`config.mk`:
```
export PLATFORM = sky130hd
export DESIGN_NAME = zone_worst_thermal_margin
export DESIGN_NICKNAME = d
export VERILOG_FILES = /design/src/sv/zwtm_pkg.sv /design/src/sv/zone_worst_thermal_margin.sv
export SDC_FILE = /design/constraint.sdc
export NUM_CORES = 1
export LEC_CHECK = 0
export BUFFER_PORTS_ARGS = -buffer_cell sky130_fd_sc_hd__buf_2
export CORE_ASPECT_RATIO = 0.75
export CORE_UTILIZATION = 55
export CTS_CLUSTER_SIZE = 10
export DETAILED_ROUTE_END_ITERATION = 6
export PLACE_DENSITY = 0.77
export SYNTH_ARGS = -nofsm -noshare
export SYNTH_HDL_FRONTEND = slang
export SYNTH_SLANG_ARGS = --single-unit
```
`constraint.sdc`:
```
create_clock -name clk_i -period 12.4 [get_ports clk_i]
set_input_delay 0.62 -clock clk_i [delete_from_list [all_inputs] [get_ports clk_i]]
set_output_delay 0.62 -clock clk_i [all_outputs]
set_load 0.01 [all_outputs]
```
`src/sv/zwtm_pkg.sv`:
```
// ----------------------------------------------------------------------------
// Zone worst thermal margin package
// Widths and output limits shared by the block and checker, and the block's stage record.
// ----------------------------------------------------------------------------
`default_nettype none

package zwtm_pkg;

  localparam int TempW = 19;
  localparam int GainW = 16;
  localparam int DiffW = 21;  // target + offset - reading
  localparam int ProdW = GainW + DiffW;
  localparam int QW    = ProdW - 7;  // rounded product after the divide by 256
  localparam int SumW  = 32;
  localparam int OutW  = 21;

  localparam logic signed [OutW-1:0] OutMax = 21'sd1000000;
  localparam logic signed [OutW-1:0] OutMin = -21'sd1000000;

  // Record that leaves the multiply stage.
  typedef struct packed {
    logic                    take;  // the item contributes a value
    logic                    err;   // the item flags a zone error
    logic                    last;  // the item closes the zone
    logic signed [TempW-1:0] base;  // reading or set point
    logic signed [ProdW-1:0] prod;  // scaled difference, zero when unused
  } calc_t;

endpackage

`default_nettype wire

```
`src/sv/zone_worst_thermal_margin.sv`:
```
// ----------------------------------------------------------------------------
// Zone worst thermal margin
// Tracks the smallest calibrated margin over the sensors of one zone.
// ----------------------------------------------------------------------------
// One sensor record is taken per item and one item can enter every cycle. An
// item passes an input register, a multiply stage and an accumulate stage; a
// result is written to the output register when the item that closes the
// zone leaves the accumulate stage. The throughput is one item per cycle;
// the only stall comes from a zone result that still waits in the output
// register when the next zone end reaches the accumulate stage.
`default_nettype none

module zone_worst_thermal_margin
  import zwtm_pkg::*;
(
  input  wire logic                    clk_i,
  input  wire logic                    rst_ni,
  input  wire logic                    cfg_we_i,
  input  wire logic                    cfg_wdata_i,
  input  wire logic                    in_valid_i,
  output      logic                    in_ready_o,
  input  wire logic signed [TempW-1:0] reading_i,
  input  wire logic                    reading_ok_i,
  input  wire logic                    service_absent_i,
  input  wire logic                    is_margin_i,
  input  wire logic signed [TempW-1:0] spec_temp_i,
  input  wire logic                    spec_ok_i,
  input  wire logic signed [GainW-1:0] gain_i,
  input  wire logic signed [TempW-1:0] target_temp_i,
  input  wire logic                    target_given_i,
  input  wire logic signed [TempW-1:0] target_offset_i,
  input  wire logic signed [TempW-1:0] set_point_i,
  input  wire logic                    last_sensor_i,
  output      logic                    out_valid_o,
  input  wire logic                    out_ready_i,
  output      logic signed [OutW-1:0]  zone_margin_o,
  output      logic                    margin_valid_o,
  output      logic                    error_seen_o
);

  localparam logic signed [SumW-1:0] SatHi = SumW'(OutMax);
  localparam logic signed [SumW-1:0] SatLo = SumW'(OutMin);

  // Configuration.
  logic mode_q;

  // Input register.
  logic                    v1_q;
  logic signed [TempW-1:0] reading_q, spec_q, target_q, offset_q, setp_q;
  logic signed [GainW-1:0] gain_q;
  logic                    rd_ok_q, svc_abs_q, is_marg_q, spec_ok_q, tgt_given_q, last_q;

  // Multiply stage.
  logic  v2_q;
  calc_t s2_q, s2_d;

  // Zone state.
  logic signed [OutW-1:0] min_q;
  logic                   present_q, zerr_q;

  // Output register.
  logic                   out_valid_q;
  logic signed [OutW-1:0] out_margin_q;
  logic                   out_mvalid_q, out_err_q;

  logic out_free, fire2, ready2, fire1, in_fire;

  assign out_free   = !out_valid_q || out_ready_i;
  assign fire2      = v2_q && (!s2_q.last || out_free);
  assign ready2     = !v2_q || fire2;
  assign fire1      = v1_q && ready2;
  assign in_ready_o = !v1_q || fire1;
  assign in_fire    = in_valid_i && in_ready_o;

  // ---------------- multiply stage logic ----------------
  logic signed [DiffW-1:0] diff;
  logic signed [TempW-1:0] tgt;

  always_comb begin
    tgt  = tgt_given_q ? target_q : spec_q;
    diff = DiffW'(tgt) + DiffW'(offset_q) - DiffW'(reading_q);

    s2_d      = '0;
    s2_d.last = last_q;
    if (!rd_ok_q) begin
      s2_d.err = !svc_abs_q;
    end else if (is_marg_q) begin
      s2_d.take = 1'b1;
      s2_d.base = reading_q;
    end else if (!spec_ok_q) begin
      s2_d.err = 1'b1;
    end else begin
      s2_d.take = 1'b1;
      s2_d.base = setp_q;
      if (gain_q != '0) begin
        s2_d.prod = ProdW'(gain_q) * ProdW'(diff);
      end
    end
  end

  // ---------------- accumulate stage logic ----------------
  logic signed [ProdW:0]   rnd_sum;
  logic signed [QW-1:0]    quot;
  logic signed [SumW-1:0]  value;
  logic signed [OutW-1:0]  sat_val;
  logic signed [OutW-1:0]  min_nx;
  logic                    present_nx, zerr_nx, res_valid;

  always_comb begin
    // Round half away from zero: add 128 for positive, 127 for negative.
    rnd_sum = (ProdW+1)'($signed(s2_q.prod))
              + (s2_q.prod[ProdW-1] ? (ProdW+1)'(127) : (ProdW+1)'(128));
    quot    = rnd_sum[ProdW:8];
    value   = SumW'($signed(s2_q.base)) + SumW'(quot);
    if (value > SatHi) begin
      sat_val = OutMax;
    end else if (value < SatLo) begin
      sat_val = OutMin;
    end else begin
      sat_val = value[OutW-1:0];
    end

    min_nx     = min_q;
    present_nx = present_q;
    if (s2_q.take && (!present_q || sat_val < min_q)) begin
      min_nx     = sat_val;
      present_nx = 1'b1;
    end
    zerr_nx   = zerr_q || s2_q.err;
    res_valid = present_nx && !(mode_q && zerr_nx);
  end

  // ---------------- registers ----------------
  always_ff @(posedge clk_i or negedge rst_ni) begin
    if (!rst_ni) begin
      mode_q      <= 1'b0;
      v1_q        <= 1'b0;
      v2_q        <= 1'b0;
      min_q       <= '0;
      present_q   <= 1'b0;
      zerr_q      <= 1'b0;
      out_valid_q <= 1'b0;
    end else begin
      if (cfg_we_i) begin
        mode_q <= cfg_wdata_i;
      end
      if (in_ready_o) begin
        v1_q <= in_valid_i;
      end
      if (ready2) begin
        v2_q <= fire1;
      end
      if (fire2) begin
        if (s2_q.last) begin
          min_q     <= '0;
          present_q <= 1'b0;
          zerr_q    <= 1'b0;
        end else begin
          min_q     <= min_nx;
          present_q <= present_nx;
          zerr_q    <= zerr_nx;
        end
      end
      if (fire2 && s2_q.last) begin
        out_valid_q <= 1'b1;
      end else if (out_ready_i) begin
        out_valid_q <= 1'b0;
      end
    end
  end

  always_ff @(posedge clk_i) begin
    if (in_fire) begin
      reading_q   <= reading_i;
      rd_ok_q     <= reading_ok_i;
      svc_abs_q   <= service_absent_i;
      is_marg_q   <= is_margin_i;
      spec_q      <= spec_temp_i;
      spec_ok_q   <= spec_ok_i;
      gain_q      <= gain_i;
      target_q    <= target_temp_i;
      tgt_given_q <= target_given_i;
      offset_q    <= target_offset_i;
      setp_q      <= set_point_i;
      last_q      <= last_sensor_i;
    end
    if (fire1) begin
      s2_q <= s2_d;
    end
    if (fire2 && s2_q.last) begin
      out_margin_q <= res_valid ? min_nx : '0;
      out_mvalid_q <= res_valid;
      out_err_q    <= zerr_nx;
    end
  end

  assign out_valid_o    = out_valid_q;
  assign zone_margin_o  = out_margin_q;
  assign margin_valid_o = out_mvalid_q;
  assign error_seen_o   = out_err_q;

endmodule

`default_nettype wire

```
# Word-level counts from Yosys, hierarchy flattened
# Index checks and enable logic that the tools add are counted.
[op_classes] addsub=4 mul=1 order_cmp=3 n_mux=19 n_bitwise=3 n_reduce_logical=23
[op_table] op="21-bit 2-to-1 mux" n=4
[op_table] op="56-bit 2-to-1 mux" n=1
[op_table] op="37-bit by 9-bit adder with 38-bit output" n=1
[op_table] op="19-bit 2-to-1 mux" n=2
[op_table] op="16-bit by 21-bit multiplier with 37-bit output" n=1
[op_table] op="37-bit 2-to-1 mux" n=1
[op_table] op="19-bit by 30-bit adder with 31-bit output" n=1
[op_table] op="31-bit by 21-bit greater-than comparator with 1-bit output, second input constant" n=1
[op_table] op="31-bit by 21-bit less-than comparator with 1-bit output, second input constant" n=1
[op_table] op="21-bit less-than comparator" n=1
[op_table] op="20-bit by 19-bit subtractor with 21-bit output" n=1
[op_table] op="19-bit by 19-bit adder with 20-bit output" n=1
[op_table] op="16-bit nonzero test" n=1
[op_table] op="1-bit 2-to-1 mux" n=10
[op_table] op="8-bit 2-to-1 mux" n=1
[op_table] op="1-bit logical AND" n=7
[op_table] op="1-bit zero test" n=7
[op_table] op="1-bit logical OR" n=6
[op_table] op="4-bit OR reduction" n=1
[op_table] op="1-bit inverter" n=3
[op_table] op="2-bit nonzero test" n=1
[totals] register_bits=226 inputBits=123 out_inout_bits=25 word_cells=80

# Depth between registers and ports, before layout
[logic_depth] depth_word=11 mapped_depth=41 depth_no_buf=38

# Worst setup path before layout
# OpenSTA, ideal clock, no wires.
[synth_timing] path_type="reg-to-reg" from="register tgt_given_q" to="register s2_q[36] in the netlist's numbering, data pin" setup_time_ns=0.266 arrival_ns=9.861 required_ns=12.134 slack_ns=2.273 stages_incl_launch_ff=39 n_path_buf=3 synth_period_minus_slack_ns=10.127 cell_sequence="edfxtp_1 > clkbuf_1 > buf_1 > mux2i_1 > fa_1 > inv_1 > ha_1 > a21o_1 > a21oi_1 > nor2b_1 > o21a_1 > o41ai_1 > o21ai_0 > o211ai_1 > o211ai_1 > a211o_1 > nand3_1 > clkbuf_1 > [3 not listed] > fa_1 > inv_1 > fa_1 > fa_1 > fa_1 > inv_1 > fa_1 > ha_1 > a21o_1 > a21oi_1 > nand2_1 > a31oi_1 > nor4_1 > nor4b_1 > o211ai_1 > a41oi_1 > xnor2_1 > nor2_1"
[synth_via] elab_chain_cells=4
[synth_rtl] element="start, declared" line_no="zone_worst_thermal_margin.sv:51" text="logic rd_ok_q, svc_abs_q, is_marg_q, spec_ok_q, tgt_given_q, last_q;"
[synth_rtl] element="start signal, assigned" line_no="zone_worst_thermal_margin.sv:182" text="tgt_given_q <= target_given_i;"
[synth_rtl] element="19-bit 2-to-1 mux" line_no="zone_worst_thermal_margin.sv:80" text="tgt = tgt_given_q ? target_q : spec_q;"
[synth_rtl] element="19-bit by 19-bit adder with 20-bit output" line_no="zone_worst_thermal_margin.sv:81" text="diff = DiffW'(tgt) + DiffW'(offset_q) - DiffW'(reading_q);"
[synth_rtl] element="20-bit by 19-bit subtractor with 21-bit output" line_no="zone_worst_thermal_margin.sv:81"
[synth_rtl] element="16-bit by 21-bit multiplier with 37-bit output" line_no="zone_worst_thermal_margin.sv:96" text="s2_d.prod = ProdW'(gain_q) * ProdW'(diff);"
[synth_rtl] element="end signal, assigned" line_no="zone_worst_thermal_margin.sv:188" text="s2_q <= s2_d;"
[synth_rtl] element="end, declared" line_no="zone_worst_thermal_margin.sv:55" text="calc_t s2_q, s2_d;"
# Every way passes these cells.
# A chain may end at the register's enable or synchronous reset.

# Worst setup path after layout
# Same ends and word-level chain as after synthesis.

==> summary.md <==
| Metric | Value |
|---|---|
| Slowest-stage cell, CP | o41ai_1 |
| Layout cell share with drive strength beyond 1 | 0.09831 |
| Routed Antenna Nets | 0 |
| Most used DFF post-synth | edfxtp_1 |
| Initial drt markers | approximately 1600 |
| Port bufs | approximately 150 |
| Worst endpoint required time | between 10 and 15 ns |
| Fillers | roughly 3700 |
| Mapped Area | between 20000 and 30000 um^2 |
| Yosys warning total | 0 |
| Total iterations of the first detailed-routing run | 6 |
| Final hold slack | 0.1114 ns |
| Crit Path Class | register to register |
| Largest area contributor in the synthesized netlist | fa_1 |
| Startpoint types | register |
| Synth Area in Compound Gates | 0.1032 |
| EDFF count, synth | 199 |
| Clk_skew | approximately 0.023 ns |
| Most common cell in the netlist | inv_1 |
| Die area | 47090 um^2 |
| Ranking of synthesized cells by area | fa_1 28%, edfxtp_1 24%, ha_1 8.4% |
| Sequential area share after synthesis | 0.2617 |
| Final Net Count | 3288 |
| Post-Synth XOR/XNOR Area | 0.03376 |
| Syn nets | ~3200 |
| Final Hold Vio Count | 0 |
| CP endpoint kind | register |
| CTS root buf | clkbuf_16 |
| Post-synthesis cell type count | 86 |
| MaxCap Viol Count | 0 |
| Largest family of logic cells by synthesized area | adder cells |
| Critical Path Max Stage Delay | about 0.6 ns |
| Htree depth | 1 |
| First-pass GRT wire length | between 100000 and 150000 um |
| Synthesis-to-finish area growth | 8.569% |
| Gate Count Post-Synth | roughly 2500 |
| Min-Delay Path Class | primary input to async pin |
| Simple-Gate Fraction of Synth Area | 0.1459 |
| Vias | approximately 19000 |
| Worst-path clk slew | around 0.060 ns |
| Outcome | completed |
| Worst slew pin tran | approximately 1.4 ns |
| GRT Total Usage | 0.2768 |
| Post-synth top cells | 437 x inv_1, 352 x fa_1, 284 x nand2_1 |
| TNS Setup | 0 ns |
| Dpl hpwl | slightly below 50000 um |
| Post-cts sizing count | 0 |
| Clk_lat worst skew | between 0.5 and 0.6 ns |
| FF+latch count, synth | between 200 and 250 |
| Final RePlAce weighted congestion | between 0.9 and 1 |
| Die Height | about 190 um |
| R2R Setup Slk | approximately 1.5 ns |
| Total grt overflow | 0 |
| Setup bufs post-CTS | 0 |
| Tmin final | 10.86 ns |
| CTS tree | yes |
| Yosys top cell area share | 0.2772 |
| Initial Utilization | 0.5636 |
| Peak fanout along the critical path | 19 |
| CP arrival | 11.17 ns |
| Core footprint | between 40000 and 50000 um^2 |
| # IOs | 148 |
| Number of antenna repair diodes | 0 |
| Post-Synth Adder-Cell Area | 0.3614 |
| FF-to-FF End | s2_q[36] |
| Die width | 250.2 um |
| Vias per cell | between 5 and 6 |
| Initial antenna violation count | 0 |
| Setup violators final | 0 |
| Fin crit share | 0.8760 |
| Slew Limit Fails | 0 |
| Clock sink count | around 230 |
| Reg2reg path depth | 36 |
| Achievable Freq | around 90 MHz |
| Num CTS Buffers | 28 |
| Drt total wl | 63580 um |
| Vias in the first global route | approximately 20000 |
| Post-Syn Area per Cell | approximately 10 um^2 |
| Most frequent CP cell | fa_1 |
| RSZ-0062 raised after global routing | false |
| Relative slew slack | 0.08204 |
| Worst r2r src | tgt_given_q |
| Rows | between 60 and 70 |
| DRC | 0 |
| Drt wl/cell | a little under 20 um |
| Post-synthesis mux area share | 0.01349 |
| Largest net degree at the start of global routing | 67 |
| Number of hold buffers added after cts | 0 |
| Post-synthesis async set-or-reset flop share | 0.1195 |
| Max Root-Sink Buffers | 3 |
## flip-flops by register name (all words and copies together) (netlist names), 16 cells and up
signal         flops
min_q             21
zone_margin_o     21
gain_q            16
target_q          19
spec_q            19
offset_q          19
s2_q              59
setp_q            19
reading_q         19
## per-stage QoR
stage	instances	setup WS [ns]	instance area, um^2	utilization
final	3241	1.538	27600	0.6119
after global routing	3241	0.9575	27600	0.6119
after CTS	3241	1.674	27600	0.6119
after detailed placement	3198	1.694	26770	0.5936
after global placement	3198	1.958	26770	0.5936
after floorplan	2533	2.273	25420	-
## per-layer routing
| metal | part of all wire | global-route usage |
|---|---|---|
| met4 | 0.035 | 0.09132 |
| met1 | 0.42 | 0.3833 |
| met3 | 0.097 | 0.07183 |
| met2 | 0.44 | 0.4263 |
| met5 | 0 | 0 |
## cell usage in the layout (no fill, tap or decap), types with 36 or more instances in the layout
cell type and n:
nor2_1 99, o21ai_0 59, xnor2_1 54, inv_1 437, edfxtp_1 199, nand3_1 54
buf_2 147, fa_1 352, and2_1 127, a21oi_1 66, nand2_1 284, xor2_1 36
a21o_1 42, ha_1 171
## worst max-delay path, delay by kind of cell, from the launching register on
family / cells / cell delay [ns]
simple gates: 7 / 1.53
buf+inv: 5 / 0.59
mux: 1 / 0.27
fa+ha+maj: 9 / 4.12
flops: 1 / 0.33
xor+xnor: 1 / 0.16
compound gates: 13 / 3.58
## cell families after synthesis
logic type / after synthesis
and+or+nand+nor: 748
buffers and inverters: 534
adders and majority gates: 523
AOI/OAI and AO/OA: 370
DFF: 226
xor gates and xnor gates: 98
muxes: 34
## worst max path at each step
stage	start	endpoint	slack [ns]	cells after the start
final	tgt_given_q	s2_q[36]	1.54	36
after CTS	tgt_given_q	s2_q[36]	1.67	36
after detailed placement	tgt_given_q	s2_q[36]	1.69	36
after global placement	tgt_given_q	s2_q[36]	1.96	36
after global routing	tgt_given_q	s2_q[36]	0.96	36
after floorplan	tgt_given_q	s2_q[36]	2.27	38
## layout make-up
| cell class | instances | area, um^2 | area share |
|---|---|---|---|
| Clock buffer | 36 | 740.7 | 0.02684 |
| Inverter | 438 | 1644 | 0.05957 |
| Multi-Input combinational cell | 1773 | 16800 | 0.6086 |
| Clock inverter | 7 | 86.33 | 0.003128 |
| Sequential cell | 226 | 6651 | 0.2410 |
| Timing Repair Buffer | 175 | 945.9 | 0.03427 |
| Tap cell | 586 | 733.2 | 0.02657 |
Power is left out: the tool's default activity adds up to more than one toggle a clock period on the data nets, which glitch-free logic cannot reach.
